==> src/rtl/core/vrlpd_fifo.sv <==
// Two-entry queue between the token parser and the column writer.
// Depends on nothing; carries an opaque word.
module vrlpd_fifo #(
    parameter int WIDTH = 8
) (
    input  logic             clk,
    input  logic             rst_n,
    input  logic             push,
    input  logic [WIDTH-1:0] push_data,
    input  logic             pop,
    output logic [WIDTH-1:0] pop_data,
    output logic             full,
    output logic             empty
);

    logic [WIDTH-1:0] entry_reg [2];
    logic             wr_ptr_reg, wr_ptr_next;
    logic             rd_ptr_reg, rd_ptr_next;
    logic [1:0]       count_reg, count_next;

    assign full     = (count_reg == 2'd2);
    assign empty    = (count_reg == 2'd0);
    assign pop_data = entry_reg[rd_ptr_reg];

    always_comb
    begin
        wr_ptr_next = wr_ptr_reg ^ push;
        rd_ptr_next = rd_ptr_reg ^ pop;
        count_next  = count_reg + {1'b0, push} - {1'b0, pop};
    end

    always_ff @(posedge clk or negedge rst_n)
    begin
        if (!rst_n)
        begin
            wr_ptr_reg <= 1'b0;
            rd_ptr_reg <= 1'b0;
            count_reg  <= 2'd0;
        end
        else
        begin
            wr_ptr_reg <= wr_ptr_next;
            rd_ptr_reg <= rd_ptr_next;
            count_reg  <= count_next;
        end
    end

    always_ff @(posedge clk)
    begin
        if (push)
        begin
            entry_reg[wr_ptr_reg] <= push_data;
        end
    end

endmodule

==> config.mk <==
export PLATFORM = sky130hd
export DESIGN_NAME = vrlpd_fifo
export DESIGN_NICKNAME = d
export VERILOG_FILES = /design/src/rtl/core/vrlpd_fifo.sv
export SDC_FILE = /design/constraint.sdc
export NUM_CORES = 1
export LEC_CHECK = 0
export BUFFER_PORTS_ARGS = -buffer_cell sky130_fd_sc_hd__buf_2
export CORE_MARGIN = 2
export CORE_UTILIZATION = 52
export CTS_BUF_LIST = sky130_fd_sc_hd__clkbuf_8
export CTS_CLUSTER_DIAMETER = 200
export CTS_CLUSTER_SIZE = 8
export DETAILED_ROUTE_END_ITERATION = 16
export MAX_ROUTING_LAYER = met4
export PLACE_DENSITY = 0.79
export SETUP_SLACK_MARGIN = 0.3
export SYNTH_ARGS = -nofsm -noshare
export SYNTH_HDL_FRONTEND = slang
export SYNTH_SLANG_ARGS = --single-unit
==> constraint.sdc <==
create_clock -name clk -period 1.5 [get_ports clk]
set_input_delay 0 -clock clk [delete_from_list [all_inputs] [get_ports clk]]
set_output_delay 0 -clock clk [all_outputs]
set_load 0.01 [all_outputs]
# After elaboration in Yosys (flattened, before gate mapping)
# Memories as Yosys holds them, arrays and structs flattened.
# Index checks and enable logic that the tools add are counted.
# Widths: inputs -> output; s select.
[totals]
register_bits = 4
ram_bits = 16
inputBits = 12
mem_count = 1
[classes]
add_sub_neg = 2
eq_ne = 1
muxes = 2
bitwise_logic = 2
n_reduce_logical = 1
[memory_table]
columns = ["name", "words", "width", "read_ports", "rd_ports_with_merged_regs", "wr", "line", "rtl"]
rows = [
  ["entry_reg", 2, 8, 1, 0, 1, "16", "logic [WIDTH-1:0] entry_reg [2];"],
]
[ops]
columns = ["cell", "count"]
rows = [
  ["$add 2x1->2", 1],
  ["$eq 2x2->1 const B", 1],
  ["$logic_not 2->1", 1],
  ["$mux 1", 2],
  ["$sub 2x1->2", 1],
  ["$xor 1x1->1", 2],
]

# Depth between registers and ports, before layout
[depth]
ltp_word = 2
mapped_depth = 5
depth_no_buf = 5

# Least setup slack after synthesis
# Ideal clock, no wire load.
[synth_path]
kind = "register -> register"
start = "reg count_reg[0]"
end = "reg count_reg[1]"
setup_time_ns = 0.135
arrival_ns = 1.008
required_time_ns = 1.365
setup_slack_ns = 0.356
stages_incl_launch_ff = 6
synth_period_minus_slack_ns = 1.144
cell_sequence = "dfrtp_1 > inv_1 > ha_1 > inv_1 > ha_1 > xor3_1"
[synth_via]
elab_chain_cells = 2
[synth_rtl]
columns = ["item", "line", "rtl"]
rows = [
  ["start: declaration", "19", "logic [1:0] count_reg, count_next;"],
  ["start signal: assignment", "44", "count_reg <= count_next;"],
  ["$add 2x1->2", "29", "count_next = count_reg + {1'b0, push} - {1'b0, pop};"],
  ["$sub 2x1->2", "29", ""],
  ["net count_next[1]", "19", ""],
]
# The timed path passes the listed nets, and every way through them passes these cells.

# Worst setup path in the final report
[layout_path]
start = "reg rd_ptr_reg"
end = "out pop_data[7]"
[layout_via]
elab_chain_cells = 1
[layout_rtl]
columns = ["item", "line", "rtl"]
rows = [
  ["start: declaration", "18", "logic rd_ptr_reg, rd_ptr_next;"],
  ["start signal: assignment", "43", "rd_ptr_reg <= rd_ptr_next;"],
  ["$mem_v2 2x8", "-", ""],
  ["end: declaration", "11", "output logic [WIDTH-1:0] pop_data,"],
]
# Every way passes these cells.

==> results by group <==
Run status
  • Outcome: finished, final reports clean

Floorplan
  • Overall die height: 43.7 um
  • Num rows: 14
  • Initial Util: 0.550
  • Die X: 43.7 um
  • Core area: 1490 sq um
  • I/O pins: 22
  • Full die area: 1910 sq um

Routing
  • Final wirelength: between 1 and 1.5 mm
  • 1st-iter DRT viols: 9
  • DRT antenna net count: 0
  • DRC Markers: 0
  • Via Count: 468
  • Avg WL per Cell: about 14 um
  • DR vias/cell: about 4.9
  • TritonRoute pass-1 iters: 4

Clock tree
  • CTS Buf Count: 3
  • Clk slew on worst S/H paths: approximately 0.07 ns
  • H-tree levels: 1
  • Clock sinks: 20
  • Root buffer cell: clkbuf_8
  • CTS tree: built
  • Max clock buf depth: 2
  • Clk_lat worst skew: 0.25 ns

Finish
  • Inserted Diodes: 0
  • Register Area: about 580 sq um
  • Area of the multi-input gates: 215 sq um
  • Max FFs per register: 16
  • Growth of design area from synthesis to finish: 42.7%
  • Fill cells: 89
  • Layout cells sized above 1: 0.481
  • Nets: 96

Setup path
  • Worst Path Arrival: 1.24 ns
  • Critical path class: flip-flop to primary output
  • Crit end category: primary output
  • Crit path max fanout: 5
  • Worst EP required: around 1.5 ns
  • Setup crit start kind: flip-flop

Global route
  • Initial antenna violation count: 0
  • First-pass GRT wire length: ~2.1 mm
  • Vias in the first global route: 496
  • GRT Overall Usage: 0.161
  • Largest net degree at the start of global routing: 12
  • Gr ovfl total: 0

Timing
  • Worst-case clock skew: 0.00299 ns
  • Endpoints failing setup: 0
  • Fin crit share: 0.828
  • Final setup TNS: 0 ns
  • Slew Limit Fails: 0
  • RSZ-0062 raised after global routing: yes
  • Slew HR: 0.743
  • Final setup margin: 0.258 ns
  • Tmin final: 1.24 ns
  • Fin. Hold Viols: 0
  • Worst-Margin Slew: 0.385 ns
  • F_max: 805 MHz

Placement
  • Port Buffers: 21
  • HPWL after DPL: 828 um
  • Setup WS pre-CTS: 0.314 ns
  • GPL Wtd Cong: about 0.67

Power and ir drop
  • Combinational power share: 0.430
  • Int Pwr: approximately 0.0015 W
  • Power share of the sequential group: 0.404
  • Switch share: 0.271
  • Maximum vdd drop: 0.998 mV
  • Psw: 0.000551 W
  • Power per cell area: about 1700 nW/um^2
  • Clk pwr share: 0.167
  • Lkg Pwr: 0.528 nW

Yosys
  • Simple-gate share of the synthesized area: 0.0122
  • Synth warnings: 0
  • Syn_nets: 57
  • Synth Register Bits: 20
  • Syn Inst Count: 41
  • Post-Syn Area per Cell: around 20 sq um
  • Combinational family with the most area after synthesis: multiplexers
  • Post-synthesis compound-gate area fraction: 0
  • Synthesized cell area: 820 sq um
  • Synth Area in XOR/XNOR: 0.0397
  • Register area share after synthesis: 0.708
  • Adder-cell area share of the yosys netlist: 0.0611
  • Synth unique cells: 10
  • Multiplexer share of the synthesized area: 0.147

Min path
  • Worst hold path class: input port to flip-flop

Run
  • Max Cap Violations: 0
power groups by stage:
stage	Combinational [W]	Clock (W)	Sequential, W
global route	0.000940	0.000369	0.000833
CTS	0.000705	0.000343	0.000813
floorplan	0.000481	0	0.000810
finish	0.000875	0.000340	0.000822
detailed placement	0.000572	0	0.000883
global placement	0.000553	0	0.000872
layout by cell type, fill, tap and decap left out:
cell type,instances
ha_1,3
clkbuf_8,3
buf_2,13
nor2_1,1
dlygate4sd3_1,10
buf_4,2
ha_2,1
xor3_1,1
inv_1,5
dfrtp_2,1
nor2b_1,1
xor2_1,1
edfxtp_1,16
dfrtp_1,3
buf_6,10
mux2_4,8
synth_stat cells:
library cell	count	area share
buf_6	1	0.014
mux2_4	8	0.15
ha_1	4	0.061
edfxtp_1	16	0.59
xor3_1	1	0.029
inv_1	4	0.018
nor2_1	1	0.0046
xor2_1	1	0.011
nor2b_1	1	0.0076
dfrtp_1	4	0.12
critical path, cell delays in order, from the launching register on:
cell and delay, ns:
dfrtp_2 0.43, buf_6 0.14, mux2_4 0.30, buf_6 0.12
worst paths after layout:
kind / startpoint / to / slack, ns / depth (start not counted)
worst max-delay path: rd_ptr_reg / pop_data[7] / 0.26 / 3
worst min-delay path: push / count_reg[0] / 0.02 / 2
worst max register to register: count_reg[0] / count_reg[1] / 0.29 / 5
worst min register to register: count_reg[1] / count_reg[1] / 0.62 / 1
max in group asynchronous: rst_n / rd_ptr_reg / 1.26 / 2
min in group asynchronous: rst_n / count_reg[0] / 0.10 / 2
timing repair:
action                     4_1_cts  5_1_grt
resized for setup                2       12
hold endpoints to repair        21        0
hold buffers                    10        0
setup endpoints to repair        8       17
buffers inserted                 3        1
gates cloned                     0        0
cells by family (layout without fill, tap and decap cells):
kind of cell | after synthesis | after routing
buffers and inverters | 5 | 43
XOR/XNOR | 2 | 2
flip-flops | 20 | 20
AND/OR/NAND/NOR | 2 | 2
multiplexers | 8 | 8
adder cells (fa/ha/maj) | 4 | 4
layer usage:
| layer | GRT usage | vias to the layer above | wire, um |
|---|---|---|---|
| met5 | - | - | 0 |
| li1 | - | 225 | - |
| met4 | 0.0364 | 0 | 16 |
| met2 | 0.324 | 15 | 810 |
| met1 | 0.155 | 226 | 507 |
| met3 | 0.0250 | 2 | 34 |
final cells by class:
cell class | count | share of cell area
clock buffer | 3 | 0.0353
tap | 16 | 0.0171
sequential | 20 | 0.497
inverter | 4 | 0.0128
clock inverter | 1 | 0.00321
timing repair buffer | 35 | 0.250
multi-input combinational | 16 | 0.184
stage by stage:
stage	instance area (sq um)	utilization	power [W]	cells	hold WS [ns]
2_1_floorplan	820	-	0.00129	41	-0.296
3_3_place_gp	933	0.627	0.00143	77	-0.190
3_5_place_dp	933	0.627	0.00146	77	-0.186
4_1_cts	1100	0.739	0.00186	94	0.0203
5_1_grt	1170	0.786	0.00214	95	0.0366
6_report	1170	0.786	0.00204	95	0.0210
(Power assumes the default switching activity.)
