[src/rtl/core/vrlpd_pkg.sv]
// Shared types and constants for the vertical run-length plane decoder.
// No dependencies; the parser, writer, top level, checker and testbench import it.
package vrlpd_pkg;

    localparam int MAX_ROWS_DEF      = 512;
    localparam int MAX_COLUMNS_DEF   = 64;
    localparam int PLANES            = 4;
    localparam int TABLE_ENTRIES     = 28;
    localparam int ROW_ADDR_MAX_W    = 12;

    localparam logic [1:0] CMD_START = 2'd0;
    localparam logic [1:0] CMD_FLAGS = 2'd1;
    localparam logic [1:0] CMD_BYTE  = 2'd2;
    localparam logic [1:0] CMD_TABLE = 2'd3;

    localparam logic [1:0] ST_OK      = 2'd0;
    localparam logic [1:0] ST_NO_FLAG = 2'd1;
    localparam logic [1:0] ST_CLIPPED = 2'd2;

    localparam logic [4:0] SRC_LITERAL = 5'd0;
    localparam logic [4:0] SRC_UP_LEFT = 5'd29;

    // One finished run, as handed from the parser to the write side.
    typedef struct packed {
        logic [1:0]                  plane_index;
        logic [5:0]                  column_index;
        logic [8:0]                  start_row;
        logic [7:0]                  first_value;
        logic [7:0]                  xor_step;
        logic [9:0]                  run_length;
        logic [1:0]                  status;
        logic                        image_done;
        logic                        bank;
        logic [ROW_ADDR_MAX_W-1:0]   wr_row;
    } run_t;

endpackage

[src/rtl/core/vrlpd_back.sv]
// Column writer: pops run descriptors, presents them on the output register
// and writes the run's rows into the column store. Uses vrlpd_pkg.
module vrlpd_back #(
    parameter int MAX_ROWS = vrlpd_pkg::MAX_ROWS_DEF
) (
    input  logic                       clk,
    input  logic                       rst_n,
    input  logic                       q_empty,
    input  vrlpd_pkg::run_t            q_run,
    output logic                       pop,
    output logic                       busy,
    output logic                       out_valid,
    input  logic                       out_ready,
    output vrlpd_pkg::run_t            out_run,
    output logic                       we,
    output logic [$clog2(MAX_ROWS):0]  waddr,
    output logic [7:0]                 wdata
);
    import vrlpd_pkg::*;

    localparam int RW = $clog2(MAX_ROWS);

    logic          valid_reg, valid_next;
    run_t          run_reg;
    logic          busy_reg, busy_next;
    logic          bank_reg;
    logic [RW-1:0] addr_reg, addr_next;
    logic [7:0]    val_reg, val_next;
    logic [7:0]    step_reg;
    logic [9:0]    cnt_reg, cnt_next;

    assign pop       = !busy_reg && !q_empty && (!valid_reg || out_ready);
    assign busy      = busy_reg;
    assign out_valid = valid_reg;
    assign out_run   = run_reg;
    assign we        = busy_reg;
    assign waddr     = {bank_reg, addr_reg};
    assign wdata     = val_reg;

    always_comb
    begin
        valid_next = valid_reg && !out_ready;
        busy_next  = busy_reg;
        addr_next  = addr_reg;
        val_next   = val_reg;
        cnt_next   = cnt_reg;
        if (busy_reg)
        begin
            addr_next = addr_reg + RW'(1);
            val_next  = val_reg ^ step_reg;
            cnt_next  = cnt_reg - 10'd1;
            busy_next = (cnt_reg != 10'd1);
        end
        if (pop)
        begin
            valid_next = 1'b1;
            busy_next  = (q_run.run_length != 10'd0);
            addr_next  = RW'(q_run.wr_row);
            val_next   = q_run.first_value;
            cnt_next   = q_run.run_length;
        end
    end

    always_ff @(posedge clk or negedge rst_n)
    begin
        if (!rst_n)
        begin
            valid_reg <= 1'b0;
            busy_reg  <= 1'b0;
        end
        else
        begin
            valid_reg <= valid_next;
            busy_reg  <= busy_next;
        end
    end

    always_ff @(posedge clk)
    begin
        addr_reg <= addr_next;
        val_reg  <= val_next;
        cnt_reg  <= cnt_next;
        if (pop)
        begin
            run_reg  <= q_run;
            bank_reg <= q_run.bank;
            step_reg <= q_run.xor_step;
        end
    end

endmodule

[config.mk]
export PLATFORM = sky130hd
export DESIGN_NAME = vrlpd_back
export DESIGN_NICKNAME = d
export VERILOG_FILES = /design/src/rtl/core/vrlpd_pkg.sv /design/src/rtl/core/vrlpd_back.sv
export SDC_FILE = /design/constraint.sdc
export NUM_CORES = 1
export LEC_CHECK = 0
export BUFFER_PORTS_ARGS = -buffer_cell sky130_fd_sc_hd__buf_4
export CORE_MARGIN = 5
export CORE_UTILIZATION = 30
export CTS_BUF_LIST = sky130_fd_sc_hd__clkbuf_8
export DETAILED_ROUTE_END_ITERATION = 7
export PLACE_DENSITY = 0.52
export REMOVE_ABC_BUFFERS = 1
export SLEW_MARGIN = 20
export SYNTH_ARGS = -nofsm -noshare
export SYNTH_HDL_FRONTEND = slang
export SYNTH_SLANG_ARGS = --single-unit
[constraint.sdc]
create_clock -name clk -period 3.67 [get_ports clk]
set_input_delay 0.1835 -clock clk [delete_from_list [all_inputs] [get_ports clk]]
set_output_delay 0.1835 -clock clk [all_outputs]
set_load 0.02 [all_outputs]
== Yosys cells after proc, flatten, opt, wreduce, memory -nomap -nowiden ==
Cells that the tools add are included.
W data, S select, Z words.

* Add/sub/neg operators: 2
* Equal/unequal tests: 1
* Mux-type cells: 9
* Bitwise gates (word level): 1
* Reductions and logical operators: 10

{| class="wikitable"
|+ Operators by type and width
! cell !! number
|-
| $mux W10 || 2
|-
| $mux W9 || 2
|-
| $mux W8 || 2
|-
| $ne A10 B1 Y1 const B || 1
|-
| $reduce_bool A10 Y1 || 1
|-
| $sub A10 B1 Y10 const B || 1
|-
| $add A9 B1 Y9 const B || 1
|-
| $xor A8 B8 Y8 || 1
|-
| $logic_not A1 Y1 || 4
|-
| $logic_and A1 B1 Y1 || 3
|-
| $mux W1 || 3
|-
| $reduce_bool A2 Y1 || 1
|-
| $logic_or A1 B1 Y1 || 1
|}

* Flip-flop bits (word level): 88
* Input bits: 63

== Longest topological paths before layout ==
Gate-level depths: netlist (run 1).

* Depth in word-level cells: 4
* Depth in mapped cells: 5
* Mapped depth without buffers: 5

== Worst setup path after synthesis (run 1) ==
OpenSTA, ideal clock, no wires.

* Path kind: reg-to-reg
* Start point: register busy_reg (netlist: busy)
* End point: register addr_reg[2], data pin
* Library setup time: 0.359 ns
* Data arrival time: 3.208 ns
* Required time: 3.311 ns
* Slack: 0.103 ns
* Stages on the path, launching flop included: 6
* Buffers on the path: 1
* Clock period less this slack: 3.567 ns
* Path through: dfrtp_1 > nor2_1 > nand2_1 > inv_1 > clkbuf_1 > o21ai_0

* Word-level cells in the longest chain between the ends: 4

{| class="wikitable"
|+ Ends and longest elaborated chain
! element !! line !! text
|-
| start: declaration || vrlpd_back.sv:25 || <nowiki>logic busy_reg, busy_next;</nowiki>
|-
| start signal: assignment || vrlpd_back.sv:74 || <nowiki>busy_reg <= busy_next;</nowiki>
|-
| $logic_not A1 Y1 || vrlpd_back.sv:32 || <nowiki>assign pop = !busy_reg && !q_empty && (!valid_reg || out_ready);</nowiki>
|-
| $logic_and A1 B1 Y1 (2 in a row) || vrlpd_back.sv:32 ||
|-
| net pop || vrlpd_back.sv:10 || <nowiki>output logic pop,</nowiki>
|-
| $mux W9 || vrlpd_back.sv:54 || <nowiki>if (pop)</nowiki>
|-
| net addr_next[2] || vrlpd_back.sv:27 || <nowiki>logic [RW-1:0] addr_reg, addr_next;</nowiki>
|-
| end signal: assignment || vrlpd_back.sv:80 || <nowiki>addr_reg <= addr_next;</nowiki>
|-
| end: declaration || vrlpd_back.sv:27 ||
|}

The timed path passes the listed nets, and every way through them passes these cells.
A chain may end at the register's enable or synchronous reset.

== Final worst setup path (run 1) ==
* Start point: register valid_reg (netlist: out_valid)
* End point: output pop

* Word-level cells in the longest chain between the ends: 3

{| class="wikitable"
|+ Ends and longest elaborated chain
! element !! line !! text
|-
| start: declaration || vrlpd_back.sv:23 || <nowiki>logic valid_reg, valid_next;</nowiki>
|-
| start signal: assignment || vrlpd_back.sv:73 || <nowiki>valid_reg <= valid_next;</nowiki>
|-
| $logic_not A1 Y1 || vrlpd_back.sv:32 ||
|-
| $logic_or A1 B1 Y1 || vrlpd_back.sv:32 ||
|-
| $logic_and A1 B1 Y1 || vrlpd_back.sv:32 ||
|-
| end: declaration || vrlpd_back.sv:10 ||
|}

Every way passes these cells.

==> flow_summary.yaml, run 1 <==
outcome:
  status: "finished, final reports clean"
placed_design:
  place.gp.congestion: 0.7739
  placed_cells: 497
  numPortBuffers: 143
  hpwl_um: 6215
  place_area_um2: 4656
worst_hold_path:
  hold_class: "in -> reg"
setup_path:
  arrival_ns: 2.45
  critPathMaxStageDelay_ns: 0.61
  worst-setup-path-type: "reg -> out"
  start_kind: "flop"
  crit_top_cell: "buf_4"
  slowest_stage: "inv_2"
  cp-end-kind: "output port"
  cp_num_buf_inv: 3
  cp_top_family: "buffers and inverters"
  worstPathRequired_ns: 3.49
  r2r_slack_ns: 1.15
  worstPathMaxFanout: 39
  worstPathCellList: "nand2b_1 > nand2_1 > buf_4 > inv_2 > buf_4"
power_and_ir_drop:
  leakage_nw: 2.048
  peakVddDrop_v: 0.0002440
  pwr_density_cell_nw_per_um2: 652.8
timing:
  report.final.slew_viol_count: 0
  fin_crit_ns: 2.638
  finClkSkew_ns: 0.01098
  rsz0062_at_grt: "no"
  final-setup-viol-count: 0
  fmax_mhz: 379.0
  tightest_slew_ns: 0.9128
  hold_slack_ns: 0.02024
  maxSlewHeadroom_pct: 39.02
  final_hold_viol_count: 0
  fin_crit_sh_pct: 71.89
synth:
  yosysSeqAreaShare_pct: 77.18
  synth_commonest_cells: "edfxtp_1 (86), o21ai_0 (20), nand3_1 (18)"
  synthesis.area_um2: 3411
  synth_largest_area_cell: "edfxtp_1"
  synthMuxAreaShare_pct: 0.3302
  ys.flop_type: "edfxtp_1"
  yosys_warnings: 0
  synthCells: 217
  synth-async-reset-ratio_pct: 2.273
  synth_top_area_share_pct: 75.72
  ys_types: 30
  synth_edf_count: 86
  synth.most_common_cell: "edfxtp_1"
  synth_xor_area_share_pct: 3.338
  synthAdderAreaFrac_pct: 1.101
  synth_compound_gate_area_share_pct: 6.200
  synth_top_family_by_area: "simple AND/OR/NAND/NOR gates"
  yosys.area_share.simple_pct: 9.941
  avgSynthCellArea_um2: 15.72
  synth_area_leaders: "edfxtp_1 (76%), o21ai_0 (2.9%), nand3_1 (2.6%)"
  ys_ff_latch: 88
global_route:
  antenna_found_initial: 0
  grt_max_degree: 40
  gr-total-overflow: 0
  grt_pass1_wl_um: 13280
  track_usage_pct: 12.83
  first_global_vias: 2589
clocking:
  clock-root-buffer: "clkbuf_8"
  cts.clk_slew.worst_paths_ns: 0.09
  cts_resized: 0
  cts_tree: "built"
  cts_buffer_depth: 2
  cts_hold_buf: 45
  clock_latency_ns: 0.36
  cts_num_sinks: 88
  postCtsSetupRepairBufs: 0
  htreeDepth: 3
  cts_made_buffers: 9
detailed_routing:
  drt_iter0_markers: 168
  routed_wl_um: 9042
  first_pass_iters: 4
  viasPerCell: 4.553
  drcViolationCount: 0
  postRouteAntennaNets: 0
  wl_per_cell_um: 16.12
  vias: 2554
layout:
  fin_nets: 479
  drive_gt1_share_pct: 39.23
  largest_register_ffs: 50
  fin_area_um2: 5331
  fin_cells: 561
  n_antenna_cell: 0
  synthToLayoutAreaGrowth_pct: 56.31
job:
  drv_cap: 0
floorplanning:
  top_level_ports: 144
  rows: 39
  floorplan.initialDensity_pct: 30.26
  coreArea_um2: 11270
  die_y_um: 116.6
  dieArea_um2: 13600
  die_w_um: 116.6
## power breakdown
part           switching (mW)  internal (mW)  leakage [nW]  total (mW)
Clock                   0.351          0.315        0.0987       0.666
Sequential              0.192           1.46         0.838        1.66
Combinational           0.652          0.506          1.11        1.16
## worst paths after layout
kind | startpoint | endpoint | depth (start not counted)
hold / removal | q_run[4] | out_run[4] | 1
setup / recovery | out_valid | pop | 5
setup reg to reg | out_valid | wdata[5] | 6
max in group asynchronous | rst_n | out_valid | 2
min in group asynchronous | rst_n | busy | 2
hold reg to reg | busy | busy | 1
## cell usage in the layout (no fill, tap or decap), types with 2 or more instances in the layout
cell type / instances
a21oi_1: 3
a31oi_1: 9
buf_4: 146
clkbuf_8: 9
clkinv_4: 2
dfrtp_1: 2
dlygate4sd3_1: 48
edfxtp_1: 86
ha_1: 3
inv_1: 4
nand2_1: 4
nand2b_1: 2
nand3_1: 18
nor2_1: 2
nor3_1: 13
nor4_1: 2
o21ai_0: 20
o31ai_1: 2
or3_1: 11
or4_1: 3
or4b_1: 2
xnor2_1: 10
xor2_1: 3
## worst reg2reg max path, stage by stage (launching register included)
cell	delay, ns
dfrtp_1	0.39
nand2b_1	0.47
nand2_1	0.11
buf_4	0.22
inv_2	0.61
buf_12	0.34
o21ai_0	0.14
## metrics by stage
step	TNS, ns	util [%]	power, mW	worst slack, ns
after floorplan	-0.004351	-	2.277	-0.004351
after global placement	0	41.30	2.789	1.163
after detailed placement	0	41.30	2.814	1.059
after CTS	0	47.03	3.527	0.9285
after global routing	0	47.30	3.696	0.8084
final	0	47.30	3.481	1.032
## layout make-up
class | instances | area, um^2
clock inverter | 7 | 71.32
timing repair buffer | 195 | 1597
clock buffer | 9 | 123.9
tap | 143 | 178.9
inverter | 4 | 15.01
sequential | 88 | 2633
multi-input combinational | 115 | 713.2
fill | 992 | 5941
## routing by layer
metal | track usage [%] | vias to the layer above | wire length (um)
met4 | 5.122 | 0 | 131
met2 | 21.40 | 99 | 4388
met5 | 0 | - | 0
met3 | 2.902 | 13 | 742
met1 | 16.22 | 1207 | 3779
li1 | - | 1235 | -
## kinds of logic after synthesis
family / after synthesis
and+or+nand+nor: 61
muxes: 1
buffers and inverters: 14
DFF: 88
adders and majority gates: 3
xor gates and xnor gates: 13
AOI/OAI and AO/OA: 37
(Power assumes the default switching activity.)
==> inputs of run 2 (changes only) <==
==> constraint.sdc (replaced) <==
create_clock -name clk -period 2.63 [get_ports clk]
set_input_delay 0.1315 -clock clk [delete_from_list [all_inputs] [get_ports clk]]
set_output_delay 0.1315 -clock clk [all_outputs]
set_load 0.02 [all_outputs]
==> run 2 against run 1 <==
Against the previous run: final cell count is 3.0% higher; routed wire length up 2.7%; critical path depth is 1 higher; register-to-register slack got worse by 0.40 ns; sequential cell count unchanged; sequential power grew 39%; combinational power rose by 44%; final area up 3.9%; via count rose by 3.4%; count of clock-buffer cells in the layout unchanged; first-iteration DRC count shrank 33%; largest cell class unchanged; highest routed layer unchanged.
==> flow_summary.yaml, run 2 (synthesis gave the netlist of run 1 again) <==
timing:
  report.final.slew_viol_count: 0
  maxSlewHeadroom_pct: 71.92
  fin_crit_sh_pct: 81.14
  fmax_mhz: 468.6
  final-setup-viol-count: 0
  fin_crit_ns: 2.134
  finClkSkew_ns: 0.007455
  final_hold_viol_count: 0
  fin_ws_ns: 0.4961
  hold_slack_ns: 0.1073
  tightest_slew_ns: 0.4173
  rsz0062_at_grt: "no"
floorplanning:
  floorplan.initialDensity_pct: 30.26
  dieArea_um2: 13600
  die_y_um: 116.6
  rows: 39
  top_level_ports: 144
  coreArea_um2: 11270
  die_w_um: 116.6
setup_path:
  crit_path_start: "out_valid"
  cp-end-kind: "output port"
  worst-setup-path-type: "reg -> out"
  worstPathCellList: "nand2b_1 > buf_4 > nand2_1 > inv_2 > buf_4 > buf_4"
  start_kind: "flop"
  critPathMaxStageDelay_ns: 0.39
  arrival_ns: 2.00
  r2r_slack_ns: 0.75
  crit_top_cell: "buf_4"
  slowest_stage: "dfrtp_1"
  worstPathMaxFanout: 22
  r2r-start: "cnt_reg[0]"
  worstPathRequired_ns: 2.50
clocking:
  cts_resized: 0
  cts_num_sinks: 88
  cts.clk_slew.worst_paths_ns: 0.08
  htreeDepth: 3
  cts_buffer_depth: 2
  cts_made_buffers: 9
  postCtsSetupRepairBufs: 0
  clock_latency_ns: 0.35
  cts_tree: "built"
  clock-root-buffer: "clkbuf_8"
layout:
  fillCellCount: 1002
  n_antenna_cell: 0
  final_common_cell: "buf_4"
  largest_register_ffs: 50
  final_cell_mix: "buf_4 (152), edfxtp_1 (86), dlygate4sd3_1 (60)"
  fin_nets: 497
  drive_gt1_share_pct: 39.31
  synthToLayoutAreaGrowth_pct: 62.47
  fin_area_um2: 5542
power_and_ir_drop:
  leakage_nw: 2.149
  pwr_density_cell_nw_per_um2: 920.9
  peakVddDrop_v: 0.0005671
global_route:
  track_usage_pct: 13.49
  gr-total-overflow: 0
  antenna_found_initial: 0
  first_global_vias: 2675
  grt_pass1_wl_um: 13970
  grt_max_degree: 28
placed_design:
  place_area_um2: 4701
  hpwl_um: 6424
  place.gp.congestion: 0.7730
  dp_worst_setup_slack_ns: 0.7457
  numPortBuffers: 143
outcome:
  status: "finished, final reports clean"
detailed_routing:
  drcViolationCount: 0
  viasPerCell: 4.567
  routed_wl_um: 9290
  postRouteAntennaNets: 0
  first_pass_iters: 4
  wl_per_cell_um: 16.07
  drt_iter0_markers: 113
  vias: 2640
job:
  drv_cap: 0
worst_hold_path:
  hold_class: "in -> async"
==> run 2: cell types whose count changed in the layout (fill, tap and decap cells not counted), sizes merged <==
cell and delta:
dlygate4sd3 +12, buf +6, clkinvlp -1, bufinv +2
clkinv -2
==> run 2: area by class of cell <==
type,count,area [um^2],area share (%)
Clock buffer,9,123.9,2.235
Multi-Input combinational cell,115,713.2,12.87
Clock inverter,6,116.4,2.100
Inverter,4,15.01,0.2709
Tap cell,143,178.9,3.229
Timing Repair Buffer,213,1762,31.79
Sequential cell,88,2633,47.51
==> run 2: final timing paths <==
path / cells after the start / endpoint
worst max register to register: 5 / cnt_reg[8]
min in group clk: 4 / out_valid
worst min register to register: 1 / cnt_reg[0]
max in group asynchronous: 2 / out_valid
worst min-delay path: 2 / busy
worst max-delay path: 6 / pop
==> run 2: timing repair <==
item                                    CTS  global route
hold buffers                             60             0
hold endpoints to repair                 61             0
endpoints found under the setup margin    0             0
==> run 2: per-stage QoR <==
step                instances  utilization (%)  power (mW)  setup TNS [ns]
detailed placement        503            41.70       3.963               0
global route              578            49.16       5.406               0
CTS                       578            49.16       5.180               0
floorplan                 207                -       3.178          -60.13
global placement          503            41.70       3.935               0
finish                    578            49.16       5.103               0
==> run 2: worst max-delay path, delay by kind of cell (launching register included) <==
| family | cells | cell delay (ns) |
|---|---|---|
| flops | 1 | 0.39 |
| buf+inv | 4 | 1.08 |
| simple gates | 2 | 0.18 |
==> run 2: power breakdown <==
| group | leakage, nW | internal, mW | switching, mW |
|---|---|---|---|
| Sequential | 0.838 | 2.04 | 0.263 |
| Combinational | 1.19 | 0.745 | 0.929 |
| Clock | 0.120 | 0.635 | 0.491 |
==> run 2: layer usage <==
| layer | up-vias | GRT usage (%) | share of wire [%] | wire (um) |
|---|---|---|---|---|
| met5 | - | 0 | 0 | 0 |
| li1 | 1271 | - | - | - |
| met3 | 8 | 3.731 | 7.3 | 681 |
| met2 | 102 | 23.00 | 49 | 4565 |
| met1 | 1259 | 17.35 | 43 | 3969 |
| met4 | 0 | 2.752 | 0.80 | 74 |
