$ cat src/rtl/core/vrlpd_pkg.sv
// Shared types and constants for the vertical run-length plane decoder.
// No dependencies; the parser, writer, top level, checker and testbench import it.
package vrlpd_pkg;

    localparam int MAX_ROWS_DEF      = 512;
    localparam int MAX_COLUMNS_DEF   = 64;
    localparam int PLANES            = 4;
    localparam int TABLE_ENTRIES     = 28;
    localparam int ROW_ADDR_MAX_W    = 12;

    localparam logic [1:0] CMD_START = 2'd0;
    localparam logic [1:0] CMD_FLAGS = 2'd1;
    localparam logic [1:0] CMD_BYTE  = 2'd2;
    localparam logic [1:0] CMD_TABLE = 2'd3;

    localparam logic [1:0] ST_OK      = 2'd0;
    localparam logic [1:0] ST_NO_FLAG = 2'd1;
    localparam logic [1:0] ST_CLIPPED = 2'd2;

    localparam logic [4:0] SRC_LITERAL = 5'd0;
    localparam logic [4:0] SRC_UP_LEFT = 5'd29;

    // One finished run, as handed from the parser to the write side.
    typedef struct packed {
        logic [1:0]                  plane_index;
        logic [5:0]                  column_index;
        logic [8:0]                  start_row;
        logic [7:0]                  first_value;
        logic [7:0]                  xor_step;
        logic [9:0]                  run_length;
        logic [1:0]                  status;
        logic                        image_done;
        logic                        bank;
        logic [ROW_ADDR_MAX_W-1:0]   wr_row;
    } run_t;

endpackage

$ cat src/rtl/core/vrlpd_front.sv
// Token parser: takes flag words, table entries and stream bytes, tracks the
// position and emits one run descriptor per token or per flagless byte. Uses vrlpd_pkg.
module vrlpd_front #(
    parameter int MAX_ROWS    = vrlpd_pkg::MAX_ROWS_DEF,
    parameter int MAX_COLUMNS = vrlpd_pkg::MAX_COLUMNS_DEF
) (
    input  logic                        clk,
    input  logic                        rst_n,
    input  logic                        in_valid,
    output logic                        in_ready,
    input  logic [1:0]                  command,
    input  logic [15:0]                 value,
    input  logic [4:0]                  table_index,
    input  logic [6:0]                  columns_per_plane,
    input  logic [9:0]                  rows_per_column,
    input  logic                        q_full,
    input  logic                        back_quiet,
    output logic                        push,
    output vrlpd_pkg::run_t             push_run,
    output logic [$clog2(MAX_ROWS):0]   rd_addr,
    input  logic [7:0]                  rd_data
);
    import vrlpd_pkg::*;

    localparam int RW  = $clog2(MAX_ROWS);
    localparam int CW  = $clog2(MAX_COLUMNS);
    localparam int SW  = ((RW + 1 > 10) ? RW + 1 : 10) + 1;
    localparam int CSW = ((CW + 1 > 7) ? CW + 1 : 7) + 1;

    localparam logic [2:0] PH_IDLE  = 3'd0;
    localparam logic [2:0] PH_DIFF  = 3'd1;
    localparam logic [2:0] PH_VALUE = 3'd2;
    localparam logic [2:0] PH_LEN1  = 3'd3;
    localparam logic [2:0] PH_LEN2  = 3'd4;

    logic [2:0]    phase_reg, phase_next;
    logic [7:0]    header_reg, header_next;
    logic [7:0]    diff_reg, diff_next;
    logic [7:0]    pvalue_reg, pvalue_next;
    logic [9:0]    plen_reg, plen_next;
    logic [15:0]   flags_reg, flags_next;
    logic [4:0]    left_reg, left_next;
    logic [1:0]    plane_reg, plane_next;
    logic [CW-1:0] col_reg, col_next;
    logic [RW-1:0] row_reg, row_next;
    logic          bank_reg, bank_next;
    logic [RW:0]   fill_reg, fill_next;
    logic          wait_reg, wait_next;
    logic          nbok_reg, nbok_next;
    logic [7:0]    table_reg [TABLE_ENTRIES];

    logic          accept, step_en, nb_start;
    logic [SW-1:0] rows_e;
    logic [CSW-1:0] cols_e;

    always_comb
    begin
        rows_e = SW'(rows_per_column);
        if (rows_e == '0)
        begin
            rows_e = SW'(1);
        end
        else if (rows_e > SW'(MAX_ROWS))
        begin
            rows_e = SW'(MAX_ROWS);
        end
        cols_e = CSW'(columns_per_plane);
        if (cols_e == '0)
        begin
            cols_e = CSW'(1);
        end
        else if (cols_e > CSW'(MAX_COLUMNS))
        begin
            cols_e = CSW'(MAX_COLUMNS);
        end
    end

    always_comb
    begin
        logic [7:0]    b;
        logic          ad_go, ap_go, emit, nf;
        logic [7:0]    ap_val;
        logic [4:0]    src;
        logic [9:0]    e_len;
        logic [SW-1:0] row_w, remain, len_c, idx, endsum;
        logic          clip, col_end, done;
        b       = value[7:0];
        ad_go   = 1'b0;
        ap_go   = 1'b0;
        ap_val  = 8'd0;
        emit    = 1'b0;
        nf      = 1'b0;
        e_len   = 10'd0;
        nb_start = 1'b0;
        src     = 5'd0;
        idx     = '0;
        phase_next  = phase_reg;
        header_next = header_reg;
        diff_next   = diff_reg;
        pvalue_next = pvalue_reg;
        plen_next   = plen_reg;
        flags_next  = flags_reg;
        left_next   = left_reg;
        plane_next  = plane_reg;
        col_next    = col_reg;
        row_next    = row_reg;
        bank_next   = bank_reg;
        fill_next   = fill_reg;
        wait_next   = 1'b0;
        nbok_next   = nbok_reg;

        if (wait_reg)
        begin
            ap_go  = 1'b1;
            ap_val = nbok_reg ? rd_data : 8'd0;
        end
        else if (command == CMD_FLAGS)
        begin
            flags_next = value;
            left_next  = 5'd16;
        end
        else if (command == CMD_BYTE)
        begin
            unique case (phase_reg)
                PH_DIFF:
                begin
                    diff_next = b;
                    ad_go     = 1'b1;
                end
                PH_VALUE:
                begin
                    ap_go  = 1'b1;
                    ap_val = b;
                end
                PH_LEN1:
                begin
                    if (b == 8'd0 || b == 8'd1)
                    begin
                        plen_next  = (b == 8'd0) ? 10'd256 : 10'd512;
                        phase_next = PH_LEN2;
                    end
                    else
                    begin
                        emit  = 1'b1;
                        e_len = 10'(b);
                    end
                end
                PH_LEN2:
                begin
                    emit  = 1'b1;
                    e_len = plen_reg + 10'(b);
                end
                default:
                begin
                    if (left_reg == 5'd0)
                    begin
                        nf = 1'b1;
                    end
                    else
                    begin
                        flags_next = {flags_reg[14:0], 1'b0};
                        left_next  = left_reg - 5'd1;
                        diff_next  = 8'd0;
                        plen_next  = 10'd0;
                        if (!flags_reg[15])
                        begin
                            pvalue_next = b;
                            emit        = 1'b1;
                            e_len       = 10'd1;
                        end
                        else
                        begin
                            header_next = b;
                            pvalue_next = 8'd0;
                            if (b[7])
                            begin
                                phase_next = PH_DIFF;
                            end
                            else
                            begin
                                ad_go = 1'b1;
                            end
                        end
                    end
                end
            endcase
        end

        if (ad_go)
        begin
            src = header_next[4:0];
            if (src == SRC_LITERAL)
            begin
                phase_next = PH_VALUE;
            end
            else if (src >= SRC_UP_LEFT)
            begin
                // Previous-column reference: read the store, finish next cycle.
                nb_start  = 1'b1;
                wait_next = 1'b1;
                idx = SW'(row_reg) + SW'(src) - SW'(SRC_UP_LEFT) - SW'(1);
                nbok_next = (col_reg != '0) && !(src == SRC_UP_LEFT && row_reg == '0)
                            && (idx < rows_e) && (idx < SW'(fill_reg));
            end
            else
            begin
                ap_go  = 1'b1;
                ap_val = table_reg[src - 5'd1];
            end
        end

        if (ap_go)
        begin
            pvalue_next = ap_val;
            if (header_next[6:5] != 2'd0)
            begin
                emit  = 1'b1;
                e_len = 10'(header_next[6:5]) + 10'd1;
            end
            else
            begin
                phase_next = PH_LEN1;
            end
        end

        row_w  = SW'(row_reg);
        remain = (row_w < rows_e) ? rows_e - row_w : SW'(1);
        clip   = SW'(e_len) > remain;
        len_c  = clip ? remain : SW'(e_len);
        endsum = row_w + len_c;
        col_end = endsum >= rows_e;
        done   = col_end && (CSW'(col_reg) + CSW'(1) >= cols_e)
                 && (plane_reg == 2'(PLANES - 1));

        push_run.plane_index  = plane_reg;
        push_run.column_index = 6'(col_reg);
        push_run.start_row    = 9'(row_reg);
        push_run.first_value  = nf ? b : pvalue_next;
        push_run.xor_step     = nf ? 8'd0 : diff_next;
        push_run.run_length   = nf ? 10'd0 : 10'(len_c);
        push_run.status       = nf ? ST_NO_FLAG : (clip ? ST_CLIPPED : ST_OK);
        push_run.image_done   = nf ? 1'b0 : done;
        push_run.bank         = bank_reg;
        push_run.wr_row       = ROW_ADDR_MAX_W'(row_reg);
        push = step_en && (emit || nf);

        if (emit)
        begin
            phase_next = PH_IDLE;
            if (col_end)
            begin
                row_next  = '0;
                bank_next = ~bank_reg;
                fill_next = (RW + 1)'(endsum);
                if (CSW'(col_reg) + CSW'(1) >= cols_e)
                begin
                    col_next   = '0;
                    plane_next = (plane_reg == 2'(PLANES - 1)) ? 2'd0 : plane_reg + 2'd1;
                end
                else
                begin
                    col_next = col_reg + CW'(1);
                end
            end
            else
            begin
                row_next = RW'(endsum);
            end
        end

        if (!wait_reg && command == CMD_START)
        begin
            phase_next  = PH_IDLE;
            header_next = 8'd0;
            diff_next   = 8'd0;
            pvalue_next = 8'd0;
            plen_next   = 10'd0;
            flags_next  = 16'd0;
            left_next   = 5'd0;
            plane_next  = 2'd0;
            col_next    = '0;
            row_next    = '0;
            fill_next   = '0;
        end

        rd_addr = {~bank_reg, RW'(idx)};
    end

    assign in_ready = !wait_reg && !q_full && (!nb_start || back_quiet);
    assign accept   = in_valid && in_ready;
    assign step_en  = accept || wait_reg;

    always_ff @(posedge clk or negedge rst_n)
    begin
        if (!rst_n)
        begin
            phase_reg  <= PH_IDLE;
            header_reg <= 8'd0;
            diff_reg   <= 8'd0;
            pvalue_reg <= 8'd0;
            plen_reg   <= 10'd0;
            flags_reg  <= 16'd0;
            left_reg   <= 5'd0;
            plane_reg  <= 2'd0;
            col_reg    <= '0;
            row_reg    <= '0;
            bank_reg   <= 1'b0;
            fill_reg   <= '0;
            wait_reg   <= 1'b0;
            nbok_reg   <= 1'b0;
        end
        else if (step_en)
        begin
            phase_reg  <= phase_next;
            header_reg <= header_next;
            diff_reg   <= diff_next;
            pvalue_reg <= pvalue_next;
            plen_reg   <= plen_next;
            flags_reg  <= flags_next;
            left_reg   <= left_next;
            plane_reg  <= plane_next;
            col_reg    <= col_next;
            row_reg    <= row_next;
            bank_reg   <= bank_next;
            fill_reg   <= fill_next;
            wait_reg   <= wait_next;
            nbok_reg   <= nbok_next;
        end
    end

    always_ff @(posedge clk)
    begin
        if (accept && !wait_reg && command == CMD_TABLE && table_index < 5'(TABLE_ENTRIES))
        begin
            table_reg[table_index] <= value[7:0];
        end
    end

endmodule

$ cat config.mk
export PLATFORM = sky130hd
export DESIGN_NAME = vrlpd_front
export DESIGN_NICKNAME = d
export VERILOG_FILES = /design/src/rtl/core/vrlpd_pkg.sv /design/src/rtl/core/vrlpd_front.sv
export SDC_FILE = /design/constraint.sdc
export NUM_CORES = 1
export LEC_CHECK = 0
export BUFFER_PORTS_ARGS = -buffer_cell sky130_fd_sc_hd__buf_2
export CAP_MARGIN = 20
export CELL_PAD_IN_SITES_DETAIL_PLACEMENT = 1
export CELL_PAD_IN_SITES_GLOBAL_PLACEMENT = 1
export CORE_MARGIN = 2
export CORE_UTILIZATION = 44
export CTS_CLUSTER_DIAMETER = 120
export CTS_CLUSTER_SIZE = 20
export DETAILED_ROUTE_END_ITERATION = 8
export GPL_TIMING_DRIVEN = 1
export PLACE_DENSITY = 0.84
export SLEW_MARGIN = 0
export SYNTH_ARGS = -nofsm -noshare
export SYNTH_HDL_FRONTEND = slang
export SYNTH_SLANG_ARGS = --single-unit
$ cat constraint.sdc
create_clock -name clk -period 20.3 [get_ports clk]
set_input_delay 6.09 -clock clk [delete_from_list [all_inputs] [get_ports clk]]
set_output_delay 6.09 -clock clk [all_outputs]
set_load 0.02 [all_outputs]
; Yosys cells after proc, flatten, opt, wreduce, memory -nomap -nowiden
; Memories as Yosys holds them, arrays and structs flattened.
; Index checks and enable logic that the tools add are counted.
[op_classes]
n_addsub = 12
order_cmp = 10
n_eq_ne = 17
muxes = 135
bitwise_logic = 2
n_reduce_logical = 47
[op_table]
columns = op, n
row1 = 2-to-1 mux 8 bit, 24
row2 = 2-to-1 mux 10 bit, 17
row3 = 2-to-1 mux 16 bit, 6
row4 = 2-to-1 mux 7 bit, 9
row5 = 2-to-1 mux 9 bit, 6
row6 = 2-to-1 mux 3 bit, 13
row7 = 2-to-1 mux 1 bit, 34
row8 = 2-to-1 mux 11 bit, 3
row9 = 2-to-1 mux 5 bit, 6
row10 = case mux 10 bit (3 select lines), 1
row11 = 2-to-1 mux 6 bit, 4
row12 = case mux 10 bit (2 select lines), 1
row13 = case mux 8 bit (2 select lines), 1
row14 = logical AND 1 bit, 14
row15 = 2-to-1 mux 2 bit, 7
row16 = adder 9 x 11 -> 11 bit, 1
row17 = greater-or-equal comparator 11 bit, 1
row18 = greater-than comparator 10 x 11 -> 1 bit, 1
row19 = < comparator 11 x 10 -> 1 bit, 1
row20 = < comparator 11 bit, 1
row21 = < comparator 9 x 11 -> 1 bit, 1
row22 = "subtractor 10 x 5 -> 11 bit, second input constant", 1
row23 = "subtractor 11 x 1 -> 11 bit, second input constant", 1
row24 = subtractor 11 x 9 -> 11 bit, 1
row25 = 46 further kinds, 68
[word_totals]
regBits = 87
ramBits = 224
inputBits = 53
output_inout_bits = 71
wordCells = 238
mem_count = 1
[memory_table]
columns = memory, depth, width, read_ports, rd_ports_with_merged_regs, write_ports, line
row1 = table_reg, 28, 8, 1, 0, 1, vrlpd_front.sv:50  ; logic [7:0] table_reg [TABLE_ENTRIES];

; Longest topological paths before layout
[logic_depth]
ltp_word = 19
mapped_depth = 43
ltp_nobuf = 36

; Worst setup path after synthesis
; Ideal clock, no wire load.
[synth_path]
path_type = input -> output
from = input port command[1]
to = output port push_run[13] (netlist name)
arrival_time_ns = 13.837
required_ns = 14.210
path_slack_ns = 0.373
cell_stages = 39
n_path_buf = 6
cell_sequence = inv_1 -> ha_1 -> clkbuf_1 -> nor4bb_1 -> o211a_1 -> buf_2 -> buf_4 -> mux2_4 -> buf_2 -> buf_1 -> ha_1 -> nor3_1 -> mux2i_1 -> a221o_1 -> a21oi_1 -> a21oi_1 -> ha_1 -> nand2b_1 -> [... 3 more ...] -> nand2_1 -> a21oi_1 -> clkbuf_1 -> nor2_1 -> a21oi_1 -> ha_1 -> a21o_1 -> a21oi_1 -> nor2b_1 -> o21a_1 -> o41ai_1 -> o21ai_0 -> xnor2_1 -> ha_1 -> a21o_1 -> a31oi_1 -> nand2_1 -> and4_1
[synth_rtl]
columns = element, line
row1 = start: declaration, vrlpd_front.sv:11  ; input logic [1:0] command,
row2 = end: declaration, vrlpd_front.sv:19  ; output vrlpd_pkg::run_t push_run,

==> impl_metrics.toml <==
[critical_path]
crit_path_start_kind = "input port"
rr_worst_depth = 35
rr_endpoint = "row_reg[2]"
slowest_stage = "fa_1"
max_stage_delay_ps = 430
crit_top_cell = "ha_1"
arrival_ps = 13580
reg2reg_slack_ps = 11800
regToRegStartpoint = "left_reg[0]"
endpoint_kind = "output pin"
crit_required_ps = 14210
path_max_fanout = 13
critPathKind = "in -> out"

[routing]
drt_wl_total_um = 49200
drt_drc_violations_left = 0
first_pass_iters = 8
drtAntennaViolNets = 0
drtIter0Drc = 987
wl_per_cell_um = 24.0
via_count = 12500
vias_per_cell = 6.09

[sta]
timing.final.crit_share_pct = 96.9
max_freq_ghz = 0.0508
finalSetupTns_ps = 0
max_slew.worst_pin.slew_ps = 1100
fin_skew_ps = 20.0
hold_viol = 0
max_slew_margin_pct = 25.0
finalMaxSlewViolations = 0
setup_viol = 0
rsz0062_at_grt = "false"
finalCriticalPeriod_ps = 19670
holdWs_ps = 487

[die]
die_y_um = 197
rows = 70
die-area_um2 = 38900
die_w_um = 197
core_area_um2 = 36700
boundaryPins = 124
initial_core_util_pct = 44.8

[global_routing]
grt_use_total_pct = 25.4
grt_pass1_vias = 12900
antenna_found_initial = 0
grt_start_max_net_pins = 67
grt_pass1_wl_um = 76000
gr-total-overflow = 0

[placed_design]
place_congestion = 0.906
hpwlAfterDp_um = 35000
numPortBuffers = 120

[clock_tree]
clock_sinks = 303
clk_pin_slew_ps = 90
tritoncts = "done"
cts-buffers-inserted = 19
ctsHoldBuffers = 0
clockRootBuffer = "clkbuf_16"
htreeDepth = 1
clk_latency_ps = 540
clk_path_buf_depth = 3

[power]
ir_drop_uv = 77.7
intPower_mw = 1.04
leakage_nw = 7.32
sequentialPowerShare_pct = 46.2
clockPowerShare_pct = 25.0
p_per_area_nw_per_um2 = 86.2
power.switching_mw = 0.523
comb_power_share_pct = 28.8
switching_share_pct = 33.5

[logic_synthesis]
synthArstFlopShare_pct = 26.1
yosys.area.top_type = "edfxtp_1"
syn_inst = 1473
synth.avg_cell_area_um2 = 11.2
yosys-top-cells-area = "edfxtp_1 41%, dfrtp_1 12%, ha_1 7.0%"
synth.distinct_cells = 73
yosys.cell_count.top_type = "nand2_1"
yosysWarnings = 0
synth-seq-cells = 303
ys_seq_area_share_pct = 52.9
synth_enable_flop_cells = 224
synth_area_um2 = 16400
synth_common_cells = "227 x nand2_1, 224 x edfxtp_1, 109 x nor2_1"
yosys_most_used_dff = "edfxtp_1"
synth_top_cell_area_share_pct = 40.9

[status]
status = "complete, no violations"

[job]
drv_cap = 0

[final_layout]
largest_reg_flops = 224
finalNetCount = 1713
multi_input_area_um2 = 7170
final-seq-area_um2 = 8700
antenna_cells = 0
syn_to_final_growth_pct = 10.0
nFillCells = 3985
drive_above_1_share_pct = 15.1

[hold_path]
hp-class = "reg -> reg"
min_to = "flags_reg[6]"
hold_start = "flags_reg[6]"
hold_path_depth = 2
-- layout by cell type, fill, tap and decap left out, drive strengths merged, types with 4 or more instances in the layout --
| cell type | instances |
|---|---|
| nand2 | 227 |
| edfxtp | 224 |
| buf | 152 |
| nor2 | 109 |
| ha | 92 |
| dfrtp | 79 |
| a21oi | 78 |
| inv | 61 |
| nand3 | 49 |
| o21ai | 49 |
| mux2i | 35 |
| a22o | 31 |
| clkbuf | 31 |
| mux4 | 30 |
| nor3 | 30 |
| o31ai | 28 |
| nor2b | 26 |
| nand3b | 21 |
| xnor2 | 16 |
| nand2b | 13 |
| mux2 | 13 |
| a21o | 11 |
| and2 | 11 |
| o22ai | 11 |
| xor2 | 11 |
| a211oi | 10 |
| o21a | 8 |
| o211ai | 8 |
| a22oi | 8 |
| a222oi | 8 |
| a2111oi | 8 |
| o21bai | 7 |
| nor4 | 7 |
| nand4 | 6 |
| a32o | 6 |
| or2 | 5 |
| a21boi | 5 |
| nor3b | 4 |
| a31oi | 4 |
-- critical path, delay by kind of cell --
family	cells	cell delay, ps
AO/OA/AOI/OAI	16	3160
adder cells (fa/ha/maj)	6	1740
buffers and inverters	6	1020
AND/OR/NAND/NOR	6	1010
multiplexers	2	550
-- final cells by class --
type | count | share of cell area, %
clock inverters | 3 | 0.180
flip-flops and latches | 303 | 48.1
inverters | 61 | 1.28
repair buffers | 152 | 4.72
multi-input cells | 1028 | 39.6
well taps | 468 | 3.24
clock buffers | 31 | 2.88
-- through the flow --
step	instance area [um2]	util, %	setup WS (ps)	total power, mW	std cells
4_1_cts	18000	49.1	167	1.56	2043
3_5_place_dp	17500	47.6	200	1.17	2009
5_1_grt	18100	49.3	45.2	1.63	2046
6_report	18100	49.3	626	1.56	2046
3_3_place_gp	17500	47.6	558	1.16	2009
2_1_floorplan	16500	-	373	1.03	1475
-- power groups by stage --
| stage | Combinational, mW | Sequential, mW | Clock [mW] |
|---|---|---|---|
| after floorplan | 0.304 | 0.722 | 0 |
| after global placement | 0.424 | 0.732 | 0 |
| after detailed placement | 0.441 | 0.734 | 0 |
| after CTS | 0.443 | 0.721 | 0.395 |
| after global routing | 0.490 | 0.726 | 0.413 |
| final | 0.449 | 0.721 | 0.390 |
-- metal layers --
layer | wire length [um] | global-route usage, % | vias up
met3 | 2710 | 2.34 | 72
met5 | 0 | 0 | -
met4 | 1350 | 7.57 | 0
met1 | 20600 | 34.1 | 6357
met2 | 24500 | 43.9 | 430
li1 | - | - | 5603
-- cell families (layout without fill, tap and decap cells) --
kind of cell | Yosys count | in the layout | share of synthesized area [%]
compound gates | 299 | 299 | 12.3
xor+xnor | 27 | 27 | 1.60
fa+ha+maj | 95 | 95 | 7.37
buf+inv | 144 | 247 | 3.83
simple gates | 526 | 526 | 14.7
other cells | 1 | 3 | 0.0228
mux | 78 | 78 | 7.23
flops | 303 | 303 | 52.9
-- repair_timing --
item,in CTS,in global routing
buffers inserted,0,0
endpoints found under the setup margin,0,1
resized for setup,0,6
-- worst max-delay path by stage --
stage                     startpoint  slack (ps)           end  cells past startpoint
after detailed placement  command[0]         200  push_run[13]                     37
after global routing      command[0]          50  push_run[13]                     36
after global placement    command[0]         560  push_run[13]                     37
after floorplan           command[1]         370  push_run[13]                     39
final                     command[0]         630  push_run[13]                     36
after CTS                 command[0]         170  push_run[13]                     37
Power figures use the tool's default switching activity.
